`config.mk`:
```
export PLATFORM = sky130hd
export DESIGN_NAME = lpc_out
export DESIGN_NICKNAME = d
export VERILOG_FILES = /design/src/design/lpc_pkg.sv /design/src/design/lpc_out.sv
export SDC_FILE = /design/constraint.sdc
export NUM_CORES = 1
export LEC_CHECK = 0
export BUFFER_PORTS_ARGS = -buffer_cell sky130_fd_sc_hd__buf_2
export CAP_MARGIN = 20
export CORE_AREA = 2 2 236 238
export CTS_CLUSTER_SIZE = 14
export DETAILED_ROUTE_END_ITERATION = 10
export DIE_AREA = 0 0 238 240
export PLACE_DENSITY = 0.44
export SETUP_SLACK_MARGIN = 0.15
export SYNTH_ARGS = -nofsm -noshare
export SYNTH_HDL_FRONTEND = slang
export SYNTH_SLANG_ARGS = --single-unit
```
`constraint.sdc`:
```
create_clock -name clock -period 0.8 [get_ports clock]
set_input_delay 0 -clock clock [delete_from_list [all_inputs] [get_ports clock]]
set_output_delay 0 -clock clock [all_outputs]
set_load 0.02 [all_outputs]
```
`src/design/lpc_pkg.sv`:
```
// Shared types and constants for the LRU page cache read simulator.
package lpc_pkg;

   localparam int unsigned MAX_ENTRIES = 4096;
   localparam int unsigned IDX_W = $clog2(MAX_ENTRIES);
   localparam int unsigned ENTRY_W = IDX_W + 1;
   localparam logic [ENTRY_W-1:0] NIL_IDX = ENTRY_W'(MAX_ENTRIES);
   localparam int unsigned PAGE_W = 45;
   localparam int unsigned CNT_W = 64;
   localparam int unsigned LAT_W = 16;
   localparam int unsigned CAP_W = 13;
   localparam int unsigned NPAGE_W = 7;
   localparam int unsigned MAX_RESULTS = 64;
   localparam int unsigned CSR_IDX_W = 2;
   localparam int unsigned CSR_DATA_W = 16;

   // Register indexes.
   localparam logic [CSR_IDX_W-1:0] CSR_CAPACITY = 2'd0;
   localparam logic [CSR_IDX_W-1:0] CSR_HIT_LAT = 2'd1;
   localparam logic [CSR_IDX_W-1:0] CSR_MISS_LAT = 2'd2;

   localparam logic [CAP_W-1:0] CAP_RESET = 13'd2560;
   localparam logic [LAT_W-1:0] HIT_LAT_RESET = 16'd7;
   localparam logic [LAT_W-1:0] MISS_LAT_RESET = 16'd128;

   localparam logic OP_READ = 1'b0;

   typedef struct packed {
      logic        opcode;
      logic [47:0] sector_number;
      logic [17:0] byte_count;
   } req_type;

   typedef struct packed {
      logic [PAGE_W-1:0] page_number;
      logic              hit;
      logic              last;
      logic [CNT_W-1:0]  hits_so_far;
      logic [CNT_W-1:0]  misses_so_far;
      logic [CNT_W-1:0]  latency_so_far;
      logic [CNT_W-1:0]  reads_so_far;
   } rsp_type;

   typedef struct packed {
      logic [CAP_W-1:0] capacity;
      logic [LAT_W-1:0] hit_lat;
      logic [LAT_W-1:0] miss_lat;
   } cfg_type;

endpackage

```
`src/design/lpc_out.sv`:
```
// Output register that holds one result while the consumer stalls.
module lpc_out (
   input  logic             clock,
   input  logic             reset,
   input  logic             load,
   input  lpc_pkg::rsp_type load_data,
   output logic             free,
   output logic             rsp_valid,
   input  logic             rsp_stall,
   output lpc_pkg::rsp_type rsp_payload
);
   import lpc_pkg::*;

   logic    valid_ff, valid_in;
   rsp_type data_ff;

   // The slot can take a new result when empty or being drained.
   assign free = !valid_ff || !rsp_stall;

   always_comb begin
      valid_in = valid_ff;
      if (load) begin
         valid_in = 1'b1;
      end else if (!rsp_stall) begin
         valid_in = 1'b0;
      end
   end

   always_ff @(posedge clock) begin
      if (reset) begin
         valid_ff <= 1'b0;
      end else begin
         valid_ff <= valid_in;
      end
   end

   always_ff @(posedge clock) begin
      if (load) begin
         data_ff <= load_data;
      end
   end

   assign rsp_valid = valid_ff;
   assign rsp_payload = data_ff;
endmodule

```
==> results by group <==
Outcome
  – Status: finished, violations left
  – Failing checks: hold timing, setup timing

Clocking
  – CTS sink count: 304
  – Htree depth: 2
  – Clock Latency Late Sink: 0.52 ns
  – Hold bufs inserted after CTS: 307
  – Max clock buf depth: 3
  – Total CTS buffers: 35
  – Reg clk slew, reported paths: 0.06 ns
  – CTS tree: yes
  – Clock root buffer: clkbuf_16

Worst setup path
  – Capturing point of the worst reg2reg path: rsp_valid$_SDFFE_PP0P_
  – Worst endpoint data arrival time: 1.15 ns
  – Data required time of the worst path: 0.80 ns
  – Crit path to: rsp_payload[109]
  – Critical-path top delay cell: edfxtp_1
  – R2R setup slack: 0.18 ns
  – Setup CP Type: flop to primary output
  – CP max FO: 1
  – WP buf/inv: 1
  – RR Startpoint: rsp_valid$_SDFFE_PP0P_
  – CP top delay family: flip-flops
  – Total stage count of the critical path: 1
  – Setup crit start: rsp_payload[109]$_DFFE_PP_
  – Critical Path End Type: primary output
  – Worst R2R Path Depth: 2
  – Slowest stage delay, CP: 0.46 ns
  – Cell Chain, Critical Path: buf_6
  – Crit start category: flop

STA
  – F_max: 0.867 GHz
  – Min setup slack post-route: -0.354 ns
  – Hold violation count in the final report: 31
  – Crit path time final: 1.15 ns
  – Worst slew pin tran: 0.191 ns
  – Worst Skew: 0 ns
  – Post-route setup TNS: -77.15 ns
  – Max Slew Vio Count: 0
  – Crit share post-route: 144%
  – Slew headroom: 87.3%
  – Setup violations, final: 305
  – Hold_ws: -0.120 ns
  – RSZ-0062 raised after global routing: yes

Route
  – Routed vias/inst: 3.50
  – Vias: 7093
  – Routed WL per cell: 16.7 um
  – DR DRC count: 0
  – First drt pass iteration count: 4
  – Routed Antenna Nets: 0
  – Met2 wire length: 17500 um
  – Total Wirelength: 33800 um
  – Met3 routed WL: 2710 um
  – Top routing layer in use: met4
  – Iter 0 DRT Violations: 195
  – Metal-1 WL: 12400 um

Global routing
  – First-pass GRT wire length: 45700 um
  – Gr ovfl total: 0
  – Vias in the first global route: 7784
  – Tot GR Track Use: 10.8%
  – Initial antenna violation count: 8
  – Largest net degree at the start of global routing: 26

Synthesis
  – Synth warn: 0
  – Mapped Nets: 614
  – Synthesized cell area: 9130 um^2
  – Gate Count Post-Synth: 307
  – Seq/Total Area, Yosys: 99.9%
  – Synth unique cells: 5
  – Register bit total from synthesis: 304
  – Syn_area_per_cell: 29.7 um^2

Cells and area
  – Final nets: 1606
  – Design area: 19300 um^2
  – Area Overhead vs Synth: 111%
  – Post-route non-filler standard cell count: 2027
  – Share of layout cells above drive strength 1: 52.8%

Floorplan
  – Die footprint: 57100 um^2
  – IO Count: 612
  – Core area: 54700 um^2
  – Die X: 238 um
  – Initial Util: 16.7%
  – FP Rows: 86
  – Die Ht: 240 um

Placed design
  – Placed Area: 13500 um^2
  – GP Congestion: 0.779
  – Port Buf Inserts: 611
  – Placed Cells incl. Taps: 1661
  – Final HPWL DP: 22900 um

Run
  – MaxCap Viol Count: 0

Pwr
  – PwrDens: 2170 nW/um^2
  – Worst vdd ir: 0.00167 V
  – Leakage power figure: 7.98 nW

Min path
  – Worst min-delay path class: input pin to flop
[worst min path at each step]
stage,slack [ns],to,cells after the start,start
6_report,-0.12,rsp_payload[236]$_DFFE_PP_,2,load
5_1_grt,-0.16,rsp_payload[236]$_DFFE_PP_,2,load
4_1_cts,-0.004,rsp_payload[244]$_DFFE_PP_,3,load
3_5_place_dp,0.16,rsp_valid$_SDFFE_PP0P_,2,reset
3_3_place_gp,0.17,rsp_valid$_SDFFE_PP0P_,2,reset
2_1_floorplan,0.06,rsp_valid$_SDFFE_PP0P_,1,reset
[sequential cells by signal, indices dropped and copies added (netlist names)]
signal,cells
rsp_valid,1
rsp_payload,303
[stage by stage]
step	worst slack, ns	power [mW]	hold slack [ns]	utilization (%)
floorplan	0.185	21.3	0.0650	-
global placement	-0.0796	23.9	0.174	24.7
detailed placement	-0.0959	23.9	0.157	24.7
CTS	-0.392	41.7	-0.00385	34.0
global route	-0.392	43.4	-0.156	35.3
finish	-0.354	41.8	-0.120	35.3
[cells in the final DEF, fill, tap and decap left out]
master and count:
a21oi_2 1, buf_4 29, buf_12 10, clkinv_2 5, diode_2 2, dlygate4sd3_1 305, buf_2 353, clkbuf_16 37
buf_8 1, nor2_1 1, edfxtp_1 303, nand2_4 1, bufinv_16 3, clkinv_1 7, clkbuf_1 7, buf_6 257
dfxtp_4 1
[report_power, final]
| part | leakage [nW] | switching [mW] | internal (mW) | total, mW |
|---|---|---|---|---|
| clock | 0.537 | 6.18 | 9.33 | 15.5 |
| sequential | 2.97 | 0.593 | 19.0 | 19.6 |
| combinational | 4.47 | 3.08 | 3.64 | 6.72 |
| total | 7.98 | 9.85 | 31.9 | 41.8 |
[layout make-up]
| cell class | count | area (um^2) |
|---|---|---|
| clock inverter | 15 | 141 |
| tap | 704 | 881 |
| fill | 5154 | 35400 |
| multi-input combinational | 3 | 23.8 |
| sequential | 304 | 9120 |
| timing repair buffer | 955 | 8150 |
| antenna | 2 | 5.00 |
| clock buffer | 44 | 952 |
[timing repair]
action,4_1_cts,5_1_grt
hold endpoints to repair,337,31
endpoints found under the setup margin,305,339
setup buffers,0,0
resized for setup,302,223
[synthesized netlist by cell type]
master    count  area share, %
a21oi_1       1          0.055
dfxtp_1       1           0.22
edfxtp_1    303            100
nand2_1       1          0.041
nor2_1        1          0.041
[kinds of logic (layout without fill, tap and decap cells)]
| group | after synthesis | count (layout) | synth area share (%) |
|---|---|---|---|
| buffers and inverters | 0 | 1014 | 0 |
| AND/OR/NAND/NOR | 2 | 2 | 0.0821 |
| AO/OA/AOI/OAI | 1 | 1 | 0.0548 |
| other | 0 | 2 | 0 |
| flip-flops | 304 | 304 | 99.9 |
[per-layer routing]
metal / vias to the layer above / track usage [%]
li1: 3247 / -
met1: 3409 / 11.7
met2: 364 / 19.1
met3: 73 / 3.39
met4: 0 / 4.92
met5: - / 0
No activity file was read; power rests on OpenSTA's default activity.
